**config.mk**
```make
export PLATFORM = sky130hd
export DESIGN_NAME = turtle_grid_plotter_core
export DESIGN_NICKNAME = d
export VERILOG_FILES = /design/src/hdl/tgp_pkg.sv /design/src/hdl/tgp_ram.sv /design/src/hdl/tgp_ctrl.sv /design/src/hdl/tgp_datapath.sv /design/src/hdl/turtle_grid_plotter_core.sv
export VERILOG_INCLUDE_DIRS = /design/src /design/src/hdl
export SDC_FILE = /design/constraint.sdc
export NUM_CORES = 2
export LEC_CHECK = 0
export BUFFER_PORTS_ARGS = -buffer_cell sky130_fd_sc_hd__buf_2
export CAP_MARGIN = 20
export CORE_MARGIN = 1
export CORE_UTILIZATION = 40
export DETAILED_ROUTE_END_ITERATION = 10
export PLACE_DENSITY = 0.66
export SETUP_SLACK_MARGIN = 0.2
export SYNTH_ARGS = -nofsm -noshare
export SYNTH_HDL_FRONTEND = slang
export SYNTH_SLANG_ARGS = --single-unit
```
**constraint.sdc**
```tcl
create_clock -name clk -period 7.3 [get_ports clk]
set_input_delay 0 -clock clk [delete_from_list [all_inputs] [get_ports clk]]
set_output_delay 0 -clock clk [all_outputs]
set_load 0.05 [all_outputs]
```
**src/hdl/turtle_grid_plotter_core_macros.svh**
```systemverilog
// Assertion macros shared by the turtle grid plotter RTL.
`ifndef TURTLE_GRID_PLOTTER_CORE_MACROS_SVH
`define TURTLE_GRID_PLOTTER_CORE_MACROS_SVH
`ifndef SYNTH
`define TGP_ASSERT_SAME(label, clk, rst_n, ante, cons) \
    label: assert property (@(posedge clk) disable iff (!rst_n) (ante) |-> (cons)) \
        else $error("turtle grid plotter check failed");
`define TGP_ASSERT_NEXT(label, clk, rst_n, ante, cons) \
    label: assert property (@(posedge clk) disable iff (!rst_n) (ante) |=> (cons)) \
        else $error("turtle grid plotter check failed");
`else
`define TGP_ASSERT_SAME(label, clk, rst_n, ante, cons)
`define TGP_ASSERT_NEXT(label, clk, rst_n, ante, cons)
`endif
`endif

```
**src/hdl/tgp_pkg.sv**
```systemverilog
// Package with request and result types, command codes and control structs.
`timescale 1ns / 1ps
package tgp_pkg;

    localparam int CMD_W      = 3;
    localparam int STEP_W     = 8;
    localparam int ROW_BITS_W = 60;
    localparam int ROW_NUM_W  = 6;

    localparam logic [CMD_W-1:0] CMD_PEN_DOWN   = 3'd0;
    localparam logic [CMD_W-1:0] CMD_PEN_UP     = 3'd1;
    localparam logic [CMD_W-1:0] CMD_TURN_RIGHT = 3'd2;
    localparam logic [CMD_W-1:0] CMD_TURN_LEFT  = 3'd3;
    localparam logic [CMD_W-1:0] CMD_READ_OUT   = 3'd4;
    localparam logic [CMD_W-1:0] CMD_MOVE       = 3'd5;

    localparam logic [1:0] HEAD_ROW_INC = 2'd0;
    localparam logic [1:0] HEAD_COL_INC = 2'd1;
    localparam logic [1:0] HEAD_ROW_DEC = 2'd2;
    localparam logic [1:0] HEAD_COL_DEC = 2'd3;

    typedef struct packed {
        logic [CMD_W-1:0]  cmd;
        logic [STEP_W-1:0] step_count;
    } tgp_req_t;

    typedef struct packed {
        logic [ROW_BITS_W-1:0] row_bits;
        logic [ROW_NUM_W-1:0]  row_number;
        logic                  last;
    } tgp_result_t;

    typedef struct packed {
        logic load;
        logic rd;
        logic mark;
        logic dump;
    } tgp_ctl_t;

    typedef struct packed {
        logic mark_go;
        logic dump_go;
        logic sweep_last;
    } tgp_sts_t;

endpackage

```
**src/hdl/tgp_ram.sv**
```systemverilog
// Generic single write port RAM with registered read.
`timescale 1ns / 1ps
module tgp_ram #(
    parameter int WIDTH = 60,
    parameter int DEPTH = 40
) (
    input  logic                     clk,
    input  logic                     we,
    input  logic [$clog2(DEPTH)-1:0] waddr,
    input  logic [WIDTH-1:0]         wdata,
    input  logic                     re,
    input  logic [$clog2(DEPTH)-1:0] raddr,
    output logic [WIDTH-1:0]         rdata
);

    logic [WIDTH-1:0] mem [DEPTH];
    logic [WIDTH-1:0] rdata_reg;

    always_ff @(posedge clk)
    begin
        if (we)
        begin
            mem[waddr] <= wdata;
        end
        if (re)
        begin
            rdata_reg <= mem[raddr];
        end
    end

    assign rdata = rdata_reg;

endmodule

```
**src/hdl/tgp_ctrl.sv**
```systemverilog
// Controller state machine that sequences mark and read-out sweeps.
`timescale 1ns / 1ps
module tgp_ctrl import tgp_pkg::*; (
    input  logic     clk,
    input  logic     rst_n,
    input  logic     start,
    input  tgp_sts_t sts,
    output tgp_ctl_t ctl,
    output logic     busy
);

    typedef enum logic [3:0] {
        S_IDLE  = 4'b0001,
        S_MARK  = 4'b0010,
        S_DUMP  = 4'b0100,
        S_FLUSH = 4'b1000
    } state_t;

    state_t state_reg;
    state_t state_next;

    always_ff @(posedge clk or negedge rst_n)
    begin
        if (!rst_n)
        begin
            state_reg <= S_IDLE;
        end
        else
        begin
            state_reg <= state_next;
        end
    end

    always_comb
    begin
        state_next = state_reg;
        ctl        = '0;
        unique case (state_reg)
            S_IDLE:
            begin
                if (start)
                begin
                    ctl.load = 1'b1;
                    if (sts.mark_go)
                    begin
                        state_next = S_MARK;
                    end
                    else if (sts.dump_go)
                    begin
                        state_next = S_DUMP;
                    end
                end
            end
            S_MARK:
            begin
                ctl.rd   = 1'b1;
                ctl.mark = 1'b1;
                if (sts.sweep_last)
                begin
                    state_next = S_FLUSH;
                end
            end
            S_DUMP:
            begin
                ctl.rd   = 1'b1;
                ctl.dump = 1'b1;
                if (sts.sweep_last)
                begin
                    state_next = S_FLUSH;
                end
            end
            S_FLUSH:
            begin
                state_next = S_IDLE;
            end
            default:
            begin
                state_next = S_IDLE;
            end
        endcase
    end

    assign busy = (state_reg != S_IDLE);

endmodule

```
**src/hdl/tgp_datapath.sv**
```systemverilog
// Datapath with turtle state, canvas memory, row sweep counter and result register.
`timescale 1ns / 1ps
module tgp_datapath import tgp_pkg::*; #(
    parameter int ROWS = 40,
    parameter int COLS = 60
) (
    input  logic        clk,
    input  logic        rst_n,
    input  tgp_req_t    request,
    input  tgp_ctl_t    ctl,
    output tgp_sts_t    sts,
    output tgp_result_t result,
    output logic        result_valid
);

    localparam int RW = $clog2(ROWS);
    localparam int CW = $clog2(COLS);
    localparam int AW = (RW > CW) ? RW : CW;
    localparam int EW = ((AW > STEP_W) ? AW : STEP_W) + 1;
    localparam logic [EW-1:0] ROW_LIM  = EW'(ROWS - 1);
    localparam logic [EW-1:0] COL_LIM  = EW'(COLS - 1);
    localparam logic [RW-1:0] ROW_LAST = RW'(ROWS - 1);
    localparam logic [CW-1:0] COL_LAST = CW'(COLS - 1);

    logic [RW-1:0]   pos_row_reg, pos_row_next;
    logic [CW-1:0]   pos_col_reg, pos_col_next;
    logic [1:0]      heading_reg, heading_next;
    logic            pen_reg, pen_next;
    logic [RW-1:0]   cur_reg, cur_next;
    logic [RW-1:0]   stop_reg, stop_next;
    logic            down_reg, down_next;
    logic [COLS-1:0] mask_reg, mask_next;
    logic            wr_pend_reg, out_pend_reg;
    logic [RW-1:0]   rd_row_reg;
    logic            hit_reg;
    logic [ROWS-1:0] valid_reg, valid_next;

    logic [EW-1:0]   n_e, pr_e, pc_e;
    logic [EW-1:0]   r_sum, r_sum1, c_sum, c_sum1;
    logic [EW-1:0]   r_fwd_pos, r_fwd_end, r_bwd_pos, r_bwd_end;
    logic [EW-1:0]   c_fwd_pos, c_fwd_end, c_bwd_pos, c_bwd_end;
    logic [CW-1:0]   lo_c, hi_c;
    logic [COLS-1:0] mask_h, mask_v;
    logic [COLS-1:0] ram_q, row_data;
    logic [ROW_BITS_W+COLS-1:0] row_wide;
    logic [ROW_NUM_W+RW-1:0]    num_wide;

    assign n_e  = EW'(request.step_count);
    assign pr_e = EW'(pos_row_reg);
    assign pc_e = EW'(pos_col_reg);

    assign r_sum     = pr_e + n_e;
    assign r_sum1    = r_sum - EW'(1);
    assign r_fwd_pos = (r_sum > ROW_LIM) ? ROW_LIM : r_sum;
    assign r_fwd_end = (r_sum1 > ROW_LIM) ? ROW_LIM : r_sum1;
    assign r_bwd_pos = (n_e > pr_e) ? '0 : pr_e - n_e;
    assign r_bwd_end = (n_e > pr_e) ? '0 : pr_e - n_e + EW'(1);

    assign c_sum     = pc_e + n_e;
    assign c_sum1    = c_sum - EW'(1);
    assign c_fwd_pos = (c_sum > COL_LIM) ? COL_LIM : c_sum;
    assign c_fwd_end = (c_sum1 > COL_LIM) ? COL_LIM : c_sum1;
    assign c_bwd_pos = (n_e > pc_e) ? '0 : pc_e - n_e;
    assign c_bwd_end = (n_e > pc_e) ? '0 : pc_e - n_e + EW'(1);

    assign lo_c   = heading_reg[1] ? c_bwd_end[CW-1:0] : pos_col_reg;
    assign hi_c   = heading_reg[1] ? pos_col_reg : c_fwd_end[CW-1:0];
    assign mask_h = ({COLS{1'b1}} << lo_c) & ({COLS{1'b1}} >> (COL_LAST - hi_c));
    assign mask_v = COLS'(1) << pos_col_reg;

    always_comb
    begin
        pos_row_next = pos_row_reg;
        pos_col_next = pos_col_reg;
        heading_next = heading_reg;
        pen_next     = pen_reg;
        cur_next     = cur_reg;
        stop_next    = stop_reg;
        down_next    = down_reg;
        mask_next    = mask_reg;
        if (ctl.load)
        begin
            unique case (request.cmd)
                CMD_PEN_DOWN:   pen_next = 1'b1;
                CMD_PEN_UP:     pen_next = 1'b0;
                CMD_TURN_RIGHT: heading_next = heading_reg + 2'd1;
                CMD_TURN_LEFT:  heading_next = heading_reg + 2'd3;
                CMD_READ_OUT:
                begin
                    cur_next  = '0;
                    stop_next = ROW_LAST;
                    down_next = 1'b0;
                end
                CMD_MOVE:
                begin
                    case (heading_reg)
                        HEAD_ROW_INC:
                        begin
                            pos_row_next = r_fwd_pos[RW-1:0];
                            cur_next     = pos_row_reg;
                            stop_next    = r_fwd_end[RW-1:0];
                            down_next    = 1'b0;
                            mask_next    = mask_v;
                        end
                        HEAD_ROW_DEC:
                        begin
                            pos_row_next = r_bwd_pos[RW-1:0];
                            cur_next     = pos_row_reg;
                            stop_next    = r_bwd_end[RW-1:0];
                            down_next    = 1'b1;
                            mask_next    = mask_v;
                        end
                        HEAD_COL_INC:
                        begin
                            pos_col_next = c_fwd_pos[CW-1:0];
                            cur_next     = pos_row_reg;
                            stop_next    = pos_row_reg;
                            down_next    = 1'b0;
                            mask_next    = mask_h;
                        end
                        default:
                        begin
                            pos_col_next = c_bwd_pos[CW-1:0];
                            cur_next     = pos_row_reg;
                            stop_next    = pos_row_reg;
                            down_next    = 1'b0;
                            mask_next    = mask_h;
                        end
                    endcase
                end
                default:
                begin
                end
            endcase
        end
        else if (ctl.rd && !sts.sweep_last)
        begin
            cur_next = down_reg ? cur_reg - RW'(1) : cur_reg + RW'(1);
        end
    end

    assign valid_next = wr_pend_reg ? (valid_reg | (ROWS'(1) << rd_row_reg)) : valid_reg;

    always_ff @(posedge clk or negedge rst_n)
    begin
        if (!rst_n)
        begin
            pos_row_reg  <= '0;
            pos_col_reg  <= '0;
            heading_reg  <= HEAD_ROW_INC;
            pen_reg      <= 1'b1;
            wr_pend_reg  <= 1'b0;
            out_pend_reg <= 1'b0;
            valid_reg    <= '0;
        end
        else
        begin
            pos_row_reg  <= pos_row_next;
            pos_col_reg  <= pos_col_next;
            heading_reg  <= heading_next;
            pen_reg      <= pen_next;
            wr_pend_reg  <= ctl.rd & ctl.mark;
            out_pend_reg <= ctl.rd & ctl.dump;
            valid_reg    <= valid_next;
        end
    end

    always_ff @(posedge clk)
    begin
        cur_reg    <= cur_next;
        stop_reg   <= stop_next;
        down_reg   <= down_next;
        mask_reg   <= mask_next;
        rd_row_reg <= cur_reg;
        hit_reg    <= valid_reg[cur_reg];
    end

    // A row that was never written since reset reads as blank.
    assign row_data = hit_reg ? ram_q : '0;

    tgp_ram #(
        .WIDTH (COLS),
        .DEPTH (ROWS)
    ) u_canvas (
        .clk   (clk),
        .we    (wr_pend_reg),
        .waddr (rd_row_reg),
        .wdata (row_data | mask_reg),
        .re    (ctl.rd),
        .raddr (cur_reg),
        .rdata (ram_q)
    );

    assign sts.mark_go    = (request.cmd == CMD_MOVE) && pen_reg && (request.step_count != '0);
    assign sts.dump_go    = (request.cmd == CMD_READ_OUT);
    assign sts.sweep_last = (cur_reg == stop_reg);

    assign row_wide          = {{ROW_BITS_W{1'b0}}, row_data};
    assign num_wide          = {{ROW_NUM_W{1'b0}}, rd_row_reg};
    assign result.row_bits   = row_wide[ROW_BITS_W-1:0];
    assign result.row_number = num_wide[ROW_NUM_W-1:0];
    assign result.last       = (rd_row_reg == ROW_LAST);
    assign result_valid      = out_pend_reg;

endmodule

```
**src/hdl/turtle_grid_plotter_core.sv**
```systemverilog
// Pen, turn and unused commands finish in the accept cycle; busy stays low.
// A move with the pen down and a nonzero step keeps busy high while it marks
// each row it touches, one canvas row per cycle through the read-modify-write
// path, then flushes. Read out: each row appears once its canvas read is
// registered; all ROWS rows come on consecutive cycles, then a flush.
// Reset clears the canvas at once through per-row valid flags; no clearing pass.
`timescale 1ns / 1ps
`include "turtle_grid_plotter_core_macros.svh"
module turtle_grid_plotter_core import tgp_pkg::*; #(
    parameter int ROWS = 40,
    parameter int COLS = 60
) (
    input  logic        clk,
    input  logic        rst_n,
    input  logic        start,
    output logic        busy,
    input  tgp_req_t    request,
    output tgp_result_t result,
    output logic        result_valid
);

    tgp_ctl_t ctl;
    tgp_sts_t sts;

    tgp_ctrl u_ctrl (
        .clk   (clk),
        .rst_n (rst_n),
        .start (start),
        .sts   (sts),
        .ctl   (ctl),
        .busy  (busy)
    );

    tgp_datapath #(
        .ROWS (ROWS),
        .COLS (COLS)
    ) u_datapath (
        .clk          (clk),
        .rst_n        (rst_n),
        .request      (request),
        .ctl          (ctl),
        .sts          (sts),
        .result       (result),
        .result_valid (result_valid)
    );

    `TGP_ASSERT_SAME(a_result_while_busy, clk, rst_n, result_valid, busy)
    `TGP_ASSERT_NEXT(a_no_result_after_accept, clk, rst_n, start && !busy, !result_valid)
    `TGP_ASSERT_NEXT(a_rows_back_to_back, clk, rst_n, result_valid && !result.last, result_valid)
    `TGP_ASSERT_NEXT(a_idle_after_last, clk, rst_n, result_valid && result.last, !busy)

endmodule
```
==> metrics.md <==
| Metric | Value |
|---|---|
| Pwr Density | 331 nW/um^2 |
| Grt ovf | 0 |
| Async set-reset flop share out of synthesis | 0.0235 |
| Bufs on Longest Clock Path | 4 |
| Area Growth Syn to Fin | 13.4% |
| CP most frequent cell | ha_1 |
| CORE AREA | 255,000 um^2 |
| Final Cycle Share | 0.803 |
| FMAX | 171 MHz |
| Number of setup buffers added after CTS | 0 |
| Crit-path leading delay family | compound AO/OA/AOI/OAI gates |
| # fillers | 20,900 |
| Final setup fails | 0 |
| Tmin final | 5.86 ns |
| Die width | 509 um |
| Min-Delay Path Class | in2reg |
| Final net count | 5,121 |
| Mapped Nets | 4,867 |
| CTS tree | done |
| Crit-path max FO | 37 |
| CP Capture Type | flip-flop |
| Peak supply drop | 0.296 mV |
| Setup TNS | 0 ns |
| Max-cap viol count | 0 |
| Final HPWL DP | 146,000 um |
| Yosys cell types | 78 |
| CP required | 7.89 ns |
| Final Core Density | 0.458 |
| I/O Buffers | 82 |
| Largest stage delay on the critical path | 0.63 ns |
| Gpl congestion | 0.884 |
| Worst Setup Start Kind | flip-flop |
| First-pass DRT Iterations | 5 |
| Worst path bufs/invs | 2 |
| Setup CP Type | reg2reg |
| Die H | 509 um |
| Largest net degree at the start of global routing | 145 |
| Die ar. | 260,000 um^2 |
| Max-slew violations | 0 |
| Slew @ Worst Pin | 1.15 ns |
| Layout cells sized above 1 | 0.281 |
| Initial antenna violation count | 18 |
| Final hold violation count | 0 |
| Total CTS buffers | 276 |
| TritonCTS Sinks | 2,601 |
| Clk_skew | 0.0610 ns |
| Mapped Area | 103,000 um^2 |
| EDFF count, synth | 2,533 |
| Final WL | 276,000 um |
| Clock latency at the later pin of the worst-skew pair | 0.94 ns |
| Antenna-violating nets left | 0 |
| Relative slew margins | 0.236 |
| Post-synth top cells | edfxtp_1 (2,533), mux4_2 (732), clkbuf_1 (186), a21oi_1 (117), or2_2 (112) |
| Clock transition at the registers of the reported paths | 0.06 ns |
| Status | completed |
| Largest register FFs | 2,400 |
| Area contributors post-synth | edfxtp_1 (74%), mux4_2 (16%), dfrtp_1 (1.4%) |
| Count leader, synth | edfxtp_1 |
| Critical-path top delay cell | xnor2_1 |
| I/O Pins | 83 |
| GRT Overall Usage | 0.213 |
| Number of synthesized register bits | 2,601 |
| Final instance area | 117,000 um^2 |
| Num rows | 185 |
| Cell count after synthesis | 4,799 |
| Vias post-DR | 51,500 |
| Sequential share of the synthesized area | 0.755 |
| Hold WS | 0.0548 ns |
| Yosys warning total | 0 |
| Ys flop type | edfxtp_1 |
| DRC | 0 |
| Initial core utilization | 0.404 |
| Yosys top cell area share | 0.738 |
| Routed length per instance | 32.0 um |
| Clock Root Buffer | clkbuf_16 |
| Initial DRC Count | 6,709 |
| Total power draw | 0.0386 W |
| H-Tree Depth | 5 |
| Number of global-route vias before repair | 51,500 |
| Critical path, cell by cell | ha_1 > inv_1 > a221oi_1 > nand2_1 > xnor2_1 > o21ba_2 > a21o_1 > and2_1 > a22oi_1 > ha_1 > nor2_1 > a221o_1 > a31o_2 > a311o_1 > buf_4 > o31ai_1 > o21ai_0 |
| P_leak | 36.9 nW |
| First-pass GRT wire length | 389,000 um |
| Cell accounting for the most synthesized area | edfxtp_1 |
| RSZ-0062 raised after global routing | false |
| DP Area | 108,000 um^2 |
| Mean Syn Cell Area | 21.5 um^2 |
| Worst EP arrival | 6.45 ns |
| DR vias/cell | 5.98 |
==> through the flow <==
stage          setup WS [ns]  std cells
3_3_place_gp            1.61       8114
4_1_cts                 1.58       8603
2_1_floorplan          0.895       4799
3_5_place_dp            1.61       8114
6_report                1.44       8625
5_1_grt                 1.03       8617
==> cell type report <==
cell class | count | area (um^2) | area share
inverters | 53 | 199 | 0.00170
clock buffers | 344 | 7330 | 0.0628
repair buffers | 235 | 1860 | 0.0160
diodes | 20 | 50.0 | 0.000429
clock inverters | 120 | 1030 | 0.00881
well taps | 3366 | 4210 | 0.0361
flip-flops and latches | 2601 | 77700 | 0.666
multi-input cells | 1886 | 24400 | 0.209
==> per-layer routing <==
metal | track usage | wire, um | vias to the layer above | part of all wire
li1 | - | - | 20600 | -
met1 | 0.285 | 107000 | 27900 | 0.39
met5 | 0 | 47 | - | 0.00017
met3 | 0.0380 | 23600 | 399 | 0.085
met2 | 0.351 | 137000 | 2619 | 0.50
met4 | 0.0721 | 7830 | 8 | 0.028
==> worst reg2reg max path: stages (launching register included) <==
cell and delay [ns]:
dfrtp_1 0.52, ha_1 0.54, inv_1 0.20, a221oi_1 0.49
nand2_1 0.16, xnor2_1 0.63, o21ba_2 0.28, a21o_1 0.27
and2_1 0.23, a22oi_1 0.27, ha_1 0.29, nor2_1 0.08
a221o_1 0.34, a31o_2 0.22, a311o_1 0.30, buf_4 0.27
o31ai_1 0.31, o21ai_0 0.16
==> power by group <==
group          leakage [nW]  internal (W)  switching [W]
Clock                  4.08       0.00769        0.00554
Sequential             23.7        0.0168       0.000262
Combinational          9.20       0.00358        0.00477
==> path summary, 6_finish.rpt <==
check | to | start | slack (ns) | depth (start not counted)
worst max-delay path | u_datapath.mask_reg[7] | u_datapath.pos_col_reg[4] | 1.44 | 17
worst min-delay path | u_datapath.pos_col_reg[1] | request[0] | 0.05 | 6
worst max register to register | u_datapath.mask_reg[7] | u_datapath.pos_col_reg[4] | 1.44 | 17
worst min register to register | u_datapath.valid_reg[34] | u_datapath.valid_reg[34] | 0.46 | 1
max in group asynchronous | u_datapath.valid_reg[5] | rst_n | 6.34 | 4
min in group asynchronous | u_datapath.pos_col_reg[4] | rst_n | 0.33 | 4
==> cell families after synthesis <==
kind of cell    after synthesis  synth area share
flops                      2601             0.755
mux                         799             0.167
simple gates                576            0.0297
compound gates              409            0.0260
buf+inv                     312            0.0118
fa+ha+maj                    54           0.00692
xor+xnor                     48           0.00429
==> placed cells by master (no fill, tap or decap), types with 29 or more instances in the layout <==
cell type,count
or2_2,111
nor2_1,80
ha_1,49
edfxtp_1,2533
o21ai_0,57
nor2_4,29
clkinv_2,36
a211oi_1,66
inv_1,53
buf_2,83
mux4_2,732
clkinv_1,51
a21oi_1,117
and2_1,69
o22ai_1,33
clkbuf_1,59
nand2_1,96
nor2b_1,74
xnor2_1,29
clkbuf_16,283
mux2i_1,63
nand3_1,30
dfrtp_1,59
buf_4,107
==> what timing repair did <==
action	in CTS	in global routing
hold endpoints to repair	104	0
gates resized for setup	0	0
setup endpoints to repair	0	0
hold buffers	25	0
Note: power is estimated with default switching activity, not from simulation.
